**src/rtl/core/isc_pkg.sv**
```systemverilog
// shared types, constants and codes of the ising chain spin update unit
package isc_pkg;

  localparam int unsigned MAX_SPINS = 1024;
  localparam int unsigned ADDR_W    = $clog2(MAX_SPINS);
  localparam int unsigned LEN_W     = 11;
  localparam int unsigned PROB_BITS = 16;
  localparam int unsigned THR_W     = PROB_BITS + 1;
  localparam int unsigned SUM_W     = 12;
  localparam int unsigned CNT_W     = 32;
  localparam int unsigned PADDR_W   = 5;
  localparam int unsigned PDATA_W   = 32;

  localparam logic [LEN_W-1:0] MIN_LEN = LEN_W'(3);
  localparam logic [LEN_W-1:0] MAX_LEN = LEN_W'(MAX_SPINS);
  localparam logic [THR_W-1:0] THR_RST = THR_W'(1 << PROB_BITS);

  typedef enum logic [1:0] {
    CMD_WRITE   = 2'd0,
    CMD_UPDATE  = 2'd1,
    CMD_MEASURE = 2'd2,
    CMD_CLEAR   = 2'd3
  } cmd_e;

  typedef enum logic [2:0] {
    REG_MODE     = 3'd0,
    REG_LEN      = 3'd1,
    REG_UP_MINUS = 3'd2,
    REG_UP_ZERO  = 3'd3,
    REG_UP_PLUS  = 3'd4,
    REG_DN_MINUS = 3'd5,
    REG_DN_ZERO  = 3'd6,
    REG_DN_PLUS  = 3'd7
  } reg_e;

  typedef enum logic [3:0] {
    ST_IDLE,
    ST_SIMPLE,
    ST_NBR_L,
    ST_NBR_R,
    ST_SITE,
    ST_EVAL,
    ST_MEAS,
    ST_MEAS_WRAP,
    ST_MEAS_FIN,
    ST_DONE
  } state_e;

  typedef struct packed {
    cmd_e                command;
    logic [ADDR_W-1:0]   site;
    logic                spin_value;
    logic [PROB_BITS-1:0] random_draw;
  } in_item_t;

  typedef struct packed {
    logic                    spin_changed;
    logic                    spin_after;
    logic signed [SUM_W-1:0] bond_sum;
    logic signed [SUM_W-1:0] magnetization;
    logic [CNT_W-1:0]        accepted_total;
  } out_item_t;

  typedef struct packed {
    logic                  metropolis;
    logic [LEN_W-1:0]      eff_len;
    logic [2:0][THR_W-1:0] thr_up;
    logic [2:0][THR_W-1:0] thr_dn;
  } cfg_t;

  typedef struct packed {
    logic                    spin_changed;
    logic                    spin_after;
    logic signed [SUM_W-1:0] bond_sum;
    logic signed [SUM_W-1:0] magnetization;
  } res_t;

  typedef struct packed {
    logic res_valid;
    logic busy;
  } core_stat_t;

endpackage

```
**src/rtl/core/ising_chain_spin_update_unit.sv**
```systemverilog
// top level of the ising chain spin update unit with output register
// One command is taken at a time and in_stall_o stays high until its result has been
// handed to the output register; that register lets the next command be taken while the
// result still waits downstream. Every spin goes through the single read port of the spin
// ram, one spin per cycle: an update reads the left, right and own spin in turn, then makes
// one threshold compare and the write back, and measure walks the whole ring. Spins are
// not cleared at reset and every active site must be written before it is updated or
// measured.
module ising_chain_spin_update_unit
  import isc_pkg::*;
(
  input  logic               clk_i,
  input  logic               rst_ni,
  input  logic               psel,
  input  logic               penable,
  input  logic               pwrite,
  input  logic [PADDR_W-1:0] paddr,
  input  logic [PDATA_W-1:0] pwdata,
  output logic [PDATA_W-1:0] prdata,
  output logic               pready,
  input  logic               in_valid_i,
  output logic               in_stall_o,
  input  in_item_t           in_data_i,
  output logic               out_valid_o,
  input  logic               out_stall_i,
  output out_item_t          out_data_o
);

  cfg_t             cfg;
  core_stat_t       stat;
  res_t             res;
  logic [CNT_W-1:0] acc;
  logic             start;
  logic             take;
  logic             load;
  logic             out_vld_q;
  out_item_t        out_q;

  isc_cfg u_cfg (
    .clk_i   (clk_i),
    .rst_ni  (rst_ni),
    .psel    (psel),
    .penable (penable),
    .pwrite  (pwrite),
    .paddr   (paddr),
    .pwdata  (pwdata),
    .prdata  (prdata),
    .pready  (pready),
    .cfg_o   (cfg)
  );

  isc_core u_core (
    .clk_i      (clk_i),
    .rst_ni     (rst_ni),
    .cfg_i      (cfg),
    .start_i    (start),
    .item_i     (in_data_i),
    .res_take_i (take),
    .stat_o     (stat),
    .res_o      (res),
    .acc_o      (acc)
  );

  assign in_stall_o = stat.busy;
  assign start      = in_valid_i && !stat.busy;
  assign take       = !out_vld_q || !out_stall_i;
  assign load       = stat.res_valid && take;

  always_ff @(posedge clk_i or negedge rst_ni) begin
    if (!rst_ni) begin
      out_vld_q <= 1'b0;
    end else if (load) begin
      out_vld_q <= 1'b1;
    end else if (!out_stall_i) begin
      out_vld_q <= 1'b0;
    end
  end

  always_ff @(posedge clk_i) begin
    if (load) begin
      out_q.spin_changed   <= res.spin_changed;
      out_q.spin_after     <= res.spin_after;
      out_q.bond_sum       <= res.bond_sum;
      out_q.magnetization  <= res.magnetization;
      out_q.accepted_total <= acc;
    end
  end

  assign out_valid_o = out_vld_q;
  assign out_data_o  = out_q;

  a_load_shows: assert property (@(posedge clk_i) disable iff (!rst_ni)
    load |=> out_valid_o)
    else $error("result load did not raise out_valid_o");

  a_busy_after_accept: assert property (@(posedge clk_i) disable iff (!rst_ni)
    start |=> in_stall_o)
    else $error("block not busy after accepting a transaction");

  a_drain: assert property (@(posedge clk_i) disable iff (!rst_ni)
    (out_valid_o && !out_stall_i && !load) |=> !out_valid_o)
    else $error("taken result still shown without a new load");

  a_done_blocks: assert property (@(posedge clk_i) disable iff (!rst_ni)
    (stat.res_valid && !take) |=> (stat.res_valid && in_stall_o))
    else $error("pending result dropped while output register full");

endmodule

```
**src/rtl/core/isc_ram.sv**
```systemverilog
// generic single-write, single-read ram with registered read data
module isc_ram #(
  parameter int unsigned WIDTH = 1,
  parameter int unsigned DEPTH = 1024
) (
  input  logic                     clk_i,
  input  logic                     we_i,
  input  logic [$clog2(DEPTH)-1:0] waddr_i,
  input  logic [WIDTH-1:0]         wdata_i,
  input  logic [$clog2(DEPTH)-1:0] raddr_i,
  output logic [WIDTH-1:0]         rdata_o
);

  logic [WIDTH-1:0] mem_q [DEPTH];
  logic [WIDTH-1:0] rdata_q;

  always_ff @(posedge clk_i) begin
    if (we_i) begin
      mem_q[waddr_i] <= wdata_i;
    end
    rdata_q <= mem_q[raddr_i];
  end

  assign rdata_o = rdata_q;

endmodule

```
**src/rtl/core/isc_cfg.sv**
```systemverilog
// apb configuration registers and ring length clamp
module isc_cfg
  import isc_pkg::*;
(
  input  logic               clk_i,
  input  logic               rst_ni,
  input  logic               psel,
  input  logic               penable,
  input  logic               pwrite,
  input  logic [PADDR_W-1:0] paddr,
  input  logic [PDATA_W-1:0] pwdata,
  output logic [PDATA_W-1:0] prdata,
  output logic               pready,
  output cfg_t               cfg_o
);

  logic                  mode_q;
  logic [LEN_W-1:0]      len_q;
  logic [2:0][THR_W-1:0] up_q;
  logic [2:0][THR_W-1:0] dn_q;
  logic                  wr_en;
  reg_e                  idx;
  logic [THR_W-1:0]      wthr;

  assign pready = 1'b1;
  assign wr_en  = psel && penable && pwrite;
  assign idx    = reg_e'(paddr[PADDR_W-1:2]);
  assign wthr   = pwdata[THR_W-1:0];

  always_ff @(posedge clk_i or negedge rst_ni) begin
    if (!rst_ni) begin
      mode_q <= 1'b1;
      len_q  <= MAX_LEN;
      up_q   <= {3{THR_RST}};
      dn_q   <= {3{THR_RST}};
    end else if (wr_en) begin
      unique case (idx)
        REG_MODE:     mode_q   <= pwdata[0];
        REG_LEN:      len_q    <= pwdata[LEN_W-1:0];
        REG_UP_MINUS: up_q[0]  <= wthr;
        REG_UP_ZERO:  up_q[1]  <= wthr;
        REG_UP_PLUS:  up_q[2]  <= wthr;
        REG_DN_MINUS: dn_q[0]  <= wthr;
        REG_DN_ZERO:  dn_q[1]  <= wthr;
        REG_DN_PLUS:  dn_q[2]  <= wthr;
        default:      mode_q   <= mode_q;
      endcase
    end
  end

  always_comb begin
    prdata = '0;
    unique case (idx)
      REG_MODE:     prdata = PDATA_W'(mode_q);
      REG_LEN:      prdata = PDATA_W'(len_q);
      REG_UP_MINUS: prdata = PDATA_W'(up_q[0]);
      REG_UP_ZERO:  prdata = PDATA_W'(up_q[1]);
      REG_UP_PLUS:  prdata = PDATA_W'(up_q[2]);
      REG_DN_MINUS: prdata = PDATA_W'(dn_q[0]);
      REG_DN_ZERO:  prdata = PDATA_W'(dn_q[1]);
      REG_DN_PLUS:  prdata = PDATA_W'(dn_q[2]);
      default:      prdata = '0;
    endcase
  end

  always_comb begin
    cfg_o.metropolis = mode_q;
    cfg_o.thr_up     = up_q;
    cfg_o.thr_dn     = dn_q;
    if (len_q < MIN_LEN) begin
      cfg_o.eff_len = MIN_LEN;
    end else if (len_q > MAX_LEN) begin
      cfg_o.eff_len = MAX_LEN;
    end else begin
      cfg_o.eff_len = len_q;
    end
  end

endmodule

```
**src/rtl/core/isc_core.sv**
```systemverilog
// command sequencer, spin ram and shared threshold compare
module isc_core
  import isc_pkg::*;
(
  input  logic       clk_i,
  input  logic       rst_ni,
  input  cfg_t       cfg_i,
  input  logic       start_i,
  input  in_item_t   item_i,
  input  logic       res_take_i,
  output core_stat_t stat_o,
  output res_t       res_o,
  output logic [CNT_W-1:0] acc_o
);

  state_e                  state_q, state_d;
  in_item_t                item_q;
  res_t                    res_q, res_d;
  logic [CNT_W-1:0]        acc_q, acc_d;
  logic [1:0]              nb_q, nb_d;
  logic [ADDR_W-1:0]       idx_q, idx_d;
  logic                    meas_vld_q;
  logic                    meas_first_q;
  logic                    first_q;
  logic                    prev_q;
  logic signed [SUM_W-1:0] bond_q;
  logic signed [SUM_W-1:0] mag_q;

  logic                    ram_we;
  logic                    ram_wdata;
  logic [ADDR_W-1:0]       ram_raddr;
  logic                    ram_rdata;

  logic                    site_ok;
  logic [ADDR_W-1:0]       left_addr;
  logic [ADDR_W-1:0]       right_addr;
  logic [ADDR_W-1:0]       last_addr;
  logic [THR_W-1:0]        cmp_thr;
  logic                    pass;
  logic                    new_spin;

  isc_ram #(
    .WIDTH (1),
    .DEPTH (MAX_SPINS)
  ) u_ring (
    .clk_i   (clk_i),
    .we_i    (ram_we),
    .waddr_i (item_q.site),
    .wdata_i (ram_wdata),
    .raddr_i (ram_raddr),
    .rdata_o (ram_rdata)
  );

  assign last_addr  = ADDR_W'(cfg_i.eff_len - LEN_W'(1));
  assign site_ok    = {1'b0, item_q.site} < cfg_i.eff_len;
  assign left_addr  = (item_q.site == '0) ? last_addr : item_q.site - ADDR_W'(1);
  assign right_addr = ({1'b0, item_q.site} + LEN_W'(1) == cfg_i.eff_len) ?
                      '0 : item_q.site + ADDR_W'(1);

  // one compare serves both metropolis and gibbs tests
  assign cmp_thr  = (cfg_i.metropolis && !ram_rdata) ? cfg_i.thr_dn[nb_q] : cfg_i.thr_up[nb_q];
  assign pass     = {1'b0, item_q.random_draw} < cmp_thr;
  assign new_spin = cfg_i.metropolis ? (ram_rdata ^ pass) : pass;

  always_comb begin
    state_d   = state_q;
    res_d     = res_q;
    acc_d     = acc_q;
    nb_d      = nb_q;
    idx_d     = idx_q;
    ram_we    = 1'b0;
    ram_wdata = item_q.spin_value;
    ram_raddr = idx_q;
    unique case (state_q)
      ST_IDLE: begin
        if (start_i) begin
          unique case (item_i.command)
            CMD_UPDATE:  state_d = ST_NBR_L;
            CMD_MEASURE: state_d = ST_MEAS;
            CMD_WRITE,
            CMD_CLEAR:   state_d = ST_SIMPLE;
            default:     state_d = ST_SIMPLE;
          endcase
          idx_d = '0;
        end
      end
      ST_SIMPLE: begin
        res_d = '0;
        if (item_q.command == CMD_CLEAR) begin
          acc_d = '0;
        end else if (site_ok) begin
          ram_we           = 1'b1;
          res_d.spin_after = item_q.spin_value;
        end
        state_d = ST_DONE;
      end
      ST_NBR_L: begin
        res_d     = '0;
        ram_raddr = left_addr;
        state_d   = site_ok ? ST_NBR_R : ST_DONE;
      end
      ST_NBR_R: begin
        ram_raddr = right_addr;
        nb_d      = {1'b0, ram_rdata};
        state_d   = ST_SITE;
      end
      ST_SITE: begin
        ram_raddr = item_q.site;
        nb_d      = nb_q + {1'b0, ram_rdata};
        state_d   = ST_EVAL;
      end
      ST_EVAL: begin
        ram_we             = 1'b1;
        ram_wdata          = new_spin;
        res_d.spin_after   = new_spin;
        res_d.spin_changed = new_spin ^ ram_rdata;
        if (cfg_i.metropolis && pass) begin
          acc_d = acc_q + CNT_W'(1);
        end
        state_d = ST_DONE;
      end
      ST_MEAS: begin
        ram_raddr = idx_q;
        idx_d     = idx_q + ADDR_W'(1);
        if (idx_q == last_addr) begin
          state_d = ST_MEAS_WRAP;
        end
      end
      ST_MEAS_WRAP: begin
        state_d = ST_MEAS_FIN;
      end
      ST_MEAS_FIN: begin
        res_d               = '0;
        res_d.bond_sum      = bond_q + ((prev_q == first_q) ? SUM_W'(1) : '1);
        res_d.magnetization = mag_q;
        state_d             = ST_DONE;
      end
      ST_DONE: begin
        if (res_take_i) begin
          state_d = ST_IDLE;
        end
      end
      default: state_d = ST_IDLE;
    endcase
  end

  always_ff @(posedge clk_i or negedge rst_ni) begin
    if (!rst_ni) begin
      state_q      <= ST_IDLE;
      acc_q        <= '0;
      meas_vld_q   <= 1'b0;
      meas_first_q <= 1'b0;
    end else begin
      state_q    <= state_d;
      acc_q      <= acc_d;
      meas_vld_q <= (state_q == ST_MEAS);
      if (state_q == ST_IDLE) begin
        meas_first_q <= 1'b1;
      end else if (meas_vld_q) begin
        meas_first_q <= 1'b0;
      end
    end
  end

  always_ff @(posedge clk_i) begin
    if (start_i) begin
      item_q <= item_i;
    end
    res_q <= res_d;
    nb_q  <= nb_d;
    idx_q <= idx_d;
    if (meas_vld_q) begin
      prev_q <= ram_rdata;
      if (meas_first_q) begin
        first_q <= ram_rdata;
        bond_q  <= '0;
        mag_q   <= ram_rdata ? SUM_W'(1) : '1;
      end else begin
        bond_q <= bond_q + ((prev_q == ram_rdata) ? SUM_W'(1) : '1);
        mag_q  <= mag_q + (ram_rdata ? SUM_W'(1) : '1);
      end
    end
  end

  assign stat_o.res_valid = (state_q == ST_DONE);
  assign stat_o.busy      = (state_q != ST_IDLE);
  assign res_o            = res_q;
  assign acc_o            = acc_q;

endmodule

```
**config.mk**
```make
export PLATFORM = sky130hd
export DESIGN_NAME = ising_chain_spin_update_unit
export DESIGN_NICKNAME = d
export VERILOG_FILES = /design/src/rtl/core/isc_pkg.sv /design/src/rtl/core/ising_chain_spin_update_unit.sv /design/src/rtl/core/isc_ram.sv /design/src/rtl/core/isc_cfg.sv /design/src/rtl/core/isc_core.sv
export SDC_FILE = /design/constraint.sdc
export NUM_CORES = 2
export LEC_CHECK = 0
export BUFFER_PORTS_ARGS = -buffer_cell sky130_fd_sc_hd__buf_2
export CORE_MARGIN = 8
export CORE_UTILIZATION = 50
export DETAILED_ROUTE_END_ITERATION = 6
export PLACE_DENSITY_LB_ADDON = 0.15
export RECOVER_POWER = 100
export SYNTH_ARGS = -nofsm -noshare
export SYNTH_HDL_FRONTEND = slang
export SYNTH_SLANG_ARGS = --single-unit
```
**constraint.sdc**
```tcl
create_clock -name clk_i -period 28.7 [get_ports clk_i]
set_input_delay 2.87 -clock clk_i [delete_from_list [all_inputs] [get_ports clk_i]]
set_output_delay 2.87 -clock clk_i [all_outputs]
set_load 0.01 [all_outputs]
```
==> metrics.yaml <==
synth-simple-area-share_pct: 17.1
worstPathRequired_ns: 28.81
dr_total_vias: 44500
slew_headroom_pct: -483
critical_path.endpoint_type: "flip-flop"
worstSetupPathType: "reg2reg"
startpoint: "u_core.nb_q[0]$_DFFE_PN_"
clock-sinks: 1329
tns_ns: 0
dieArea_mm2: 0.136
die_w_um: 368
powerDensity_mw_per_mm2: 89.9
firstDrtPassIters: 7
async_flop_share_pct: 11.5
ff_latch_area_mm2: 0.0391
numCtsBuffers: 143
tightest_slew_ns: 8.75
ys_ff_latch: 1329
ios: 166
routed_wl_mm: 178
grt_usage_pct: 25.4
synth_edf_count: 1175
initial_utilization_pct: 50.3
rrSetupSlack_ns: 11.45
critPathMaxFanout: 121
port_buffers: 132
syn_avg_cell_area_um2: 11.3
insertion_delay_ns: 0.80
avgViaCountPerCell: 6.16
cts_resized: 0
hold_buffers: 0
synthXorXnorAreaFrac_pct: 1.24
synthCells: 5507
synthFlopType: "edfxtp_1"
holdCritStartpoint: "u_core.res_o[7]$_SDFFCE_PN0P_"
rsz0062_at_grt: "no"
holdPathStages: 0
layout_min_cycle_time_ns: 17.25
layout.nets: 5603
r2r.worst_path.cells: 21
globalplace.congestion: 0.885
die_h_um: 368
r2r_start: "u_core.nb_q[0]$_DFFE_PN_"
finalCritPeriodShare_pct: 60.1
path_clk_slew_ns: 0.06
min_path_type: "reg2reg"
fin_hold_ws_ns: 0.414
cts.path.max_buffers: 3
synth_warnings: 0
whs_endpoint: "out_data_o[39]$_DFFE_PP_"
antenna_left: 0
hold_violations: 0
syn_to_final_growth_pct: 10.1
synth-compound-area-share_pct: 8.05
grt_pass1_vias: 42200
final_cells: 7222
layout-drive-gt1-share_pct: 10.5
multi_input_area_mm2: 0.0209
core_area_mm2: 0.123
ys_types: 102
tritoncts: "yes"
crit_arrival_ns: 17.36
drc_errors: 0
maxSlewViolCount: 2253
num_rows: 129
startpoint_type: "flip-flop"
grt_max_degree: 242
place_hpwl_mm: 99.3
cap_violations: 47
fmax_ghz: 0.0580
grt_pass1_wl_mm: 264
num-fill-cells: 10700
fin_worst_skew_ns: 0.0329
drt-initial-drc-count: 5075
synth_top_family_by_area: "simple AND/OR/NAND/NOR gates"
wl_per_cell_um: 24.6
htree_levels: 4
peakVddDrop_mv: 0.0773
synth_mux_area_share_pct: 5.59
antenna_found_initial: 5
root_buffer: "clkbuf_16"
timing.rr.end: "u_core.u_ring.mem_q[615]$_DFFE_PP_"
postCtsSetupRepairBufs: 0
violations: "capacitance limit, slew limit"
yosysSeqAreaShare_pct: 63.0
dp_cells: 6954
p_leak_nw: 22.5
synth_area_mm2: 0.0621
grt.overflow.total: 0
synthAdderAreaFrac_pct: 1.41
status: "finished with violations"
setup_viol_count_final: 0
==> layout make-up <==
| type | count | share of cell area (%) |
|---|---|---|
| flip-flops and latches | 1329 | 57.3 |
| multi-input cells | 3666 | 30.6 |
| clock buffers | 180 | 5.62 |
| well taps | 1637 | 3.00 |
| repair buffers | 277 | 2.13 |
| clock inverters | 86 | 1.18 |
| inverters | 45 | 0.247 |
| diodes | 2 | 0.00732 |
==> worst max-delay path: stages (launching register included) <==
cell and delay, ns:
edfxtp_1 0.38, clkinv_1 0.68, nor2_1 1.58, a22oi_1 0.21, ha_1 0.37, a21o_1 0.15, a21o_1 0.17, a21oi_1 0.18
a21oi_1 0.13, o31a_1 0.31, o21a_1 0.17, o21ai_0 0.14, a21oi_1 0.11, o41ai_2 0.19, clkbuf_1 0.66, xnor2_1 0.19
nand2_1 0.09, nand2_1 1.51, clkbuf_1 2.70, clkbuf_1 2.98, buf_4 1.16, clkbuf_1 2.34
==> worst max-delay path by stage <==
| stage | endpoint | slack, ns | cells past startpoint |
|---|---|---|---|
| floorplan | u_core.u_ring.mem_q[0]$_DFFE_PP_ | 10.05 | 16 |
| global placement | u_core.u_ring.mem_q[161]$_DFFE_PP_ | 19.54 | 21 |
| detailed placement | u_core.u_ring.mem_q[688]$_DFFE_PP_ | 19.40 | 21 |
| CTS | u_core.u_ring.mem_q[692]$_DFFE_PP_ | 19.40 | 21 |
| global route | u_core.u_ring.mem_q[615]$_DFFE_PP_ | 9.84 | 21 |
| finish | u_core.u_ring.mem_q[615]$_DFFE_PP_ | 11.45 | 21 |
==> report_power, final <==
| part | switching, mW | internal [mW] | leakage [nW] |
|---|---|---|---|
| Clock | 0.775 | 1.06 | 2.28 |
| Combinational | 1.34 | 0.533 | 7.61 |
| Sequential | 0.0696 | 2.38 | 12.6 |
| Total | 2.18 | 3.97 | 22.5 |
==> flip-flops by register name, summed over array words and instances (netlist names) <==
name,flops
u_core.prev_q,1
u_core.u_ring.rdata_o,1
u_core.acc_o,32
u_core.idx_q,10
out_data_o,58
u_core.u_ring.mem_q,1024
u_core.mag_q,12
u_core.state_q,4
u_core.meas_vld_q,1
u_cfg.cfg_o,102
u_cfg.len_q,11
u_core.bond_q,12
out_valid_o,1
u_core.item_q,29
u_core.res_o,26
u_core.first_q,1
u_core.meas_first_q,1
u_core.nb_q,2
u_cfg.mode_q,1
==> Yosys cell counts, types with 16 or more instances <==
| library cell | instances | area, um^2 |
|---|---|---|
| mux4_2 | 28 | 631 |
| nor2_1 | 1162 | 4360 |
| clkbuf_1 | 342 | 1280 |
| a31oi_1 | 77 | 482 |
| dfrtp_1 | 145 | 3630 |
| o31ai_1 | 27 | 203 |
| a32oi_1 | 64 | 561 |
| and3_1 | 38 | 238 |
| xnor2_1 | 58 | 508 |
| a221oi_1 | 24 | 210 |
| o21ai_0 | 162 | 811 |
| a21boi_0 | 18 | 135 |
| buf_2 | 80 | 400 |
| nand2_1 | 667 | 2500 |
| a211oi_1 | 17 | 128 |
| inv_1 | 42 | 158 |
| a22oi_1 | 25 | 188 |
| mux2_2 | 148 | 1670 |
| or4_1 | 29 | 218 |
| buf_4 | 27 | 203 |
| a311oi_1 | 19 | 166 |
| nor2b_1 | 17 | 106 |
| buf_1 | 26 | 97.6 |
| ha_1 | 65 | 813 |
| edfxtp_1 | 1175 | 35300 |
| o21bai_1 | 23 | 173 |
| or3_1 | 16 | 100 |
| xor2_1 | 22 | 193 |
| a21oi_1 | 134 | 671 |
| nand3_1 | 345 | 1730 |
| nand4_1 | 105 | 657 |
| mux2i_1 | 117 | 1170 |
| o22ai_1 | 26 | 163 |
==> cells by family (layout without fill, tap and decap cells) <==
family                     count (synthesis)  after routing
and+or+nand+nor                         2467           2467
adders and majority gates                 68             68
muxes                                    293            293
xor gates and xnor gates                  83             83
AOI/OAI and AO/OA                        739            739
buffers and inverters                    526            588
DFF                                     1329           1329
other                                      2             18
==> per-layer routing <==
metal  track usage [%]  part of all wire, %  vias up
li1                  -                    -    19800
met1              35.6                   42    22400
met2              39.8                   46     1905
met3              4.54                  9.1      376
met4              9.03                  3.4        2
met5                 0               0.0073        -
==> placed cells by master, fill, tap and decap left out, drive strengths merged, types with 26 or more instances in the layout <==
master / count
nand3: 346
o31ai: 28
ha: 65
dfrtp: 145
a31oi: 77
xnor2: 58
a32oi: 64
mux2: 148
mux2i: 117
or4: 30
mux4: 28
a21boi: 26
o21ai: 168
buf: 139
nand4: 107
a22oi: 26
clkinv: 65
o22ai: 27
inv: 50
nor2: 1164
a21oi: 134
edfxtp: 1175
clkbuf: 318
and3: 38
nand2: 669
==> through the flow <==
stage               utilization [%]  instance area [um^2]  worst slack, ns  power, mW
finish                         55.4                 68400            11.45       6.14
global route                   55.4                 68400             9.84       6.38
CTS                            55.7                 68700            19.40       6.13
detailed placement             51.9                 64100            19.40       4.31
global placement               51.9                 64100            19.54       4.29
floorplan                         -                 62100            10.05       3.79
(Power assumes the default switching activity.)
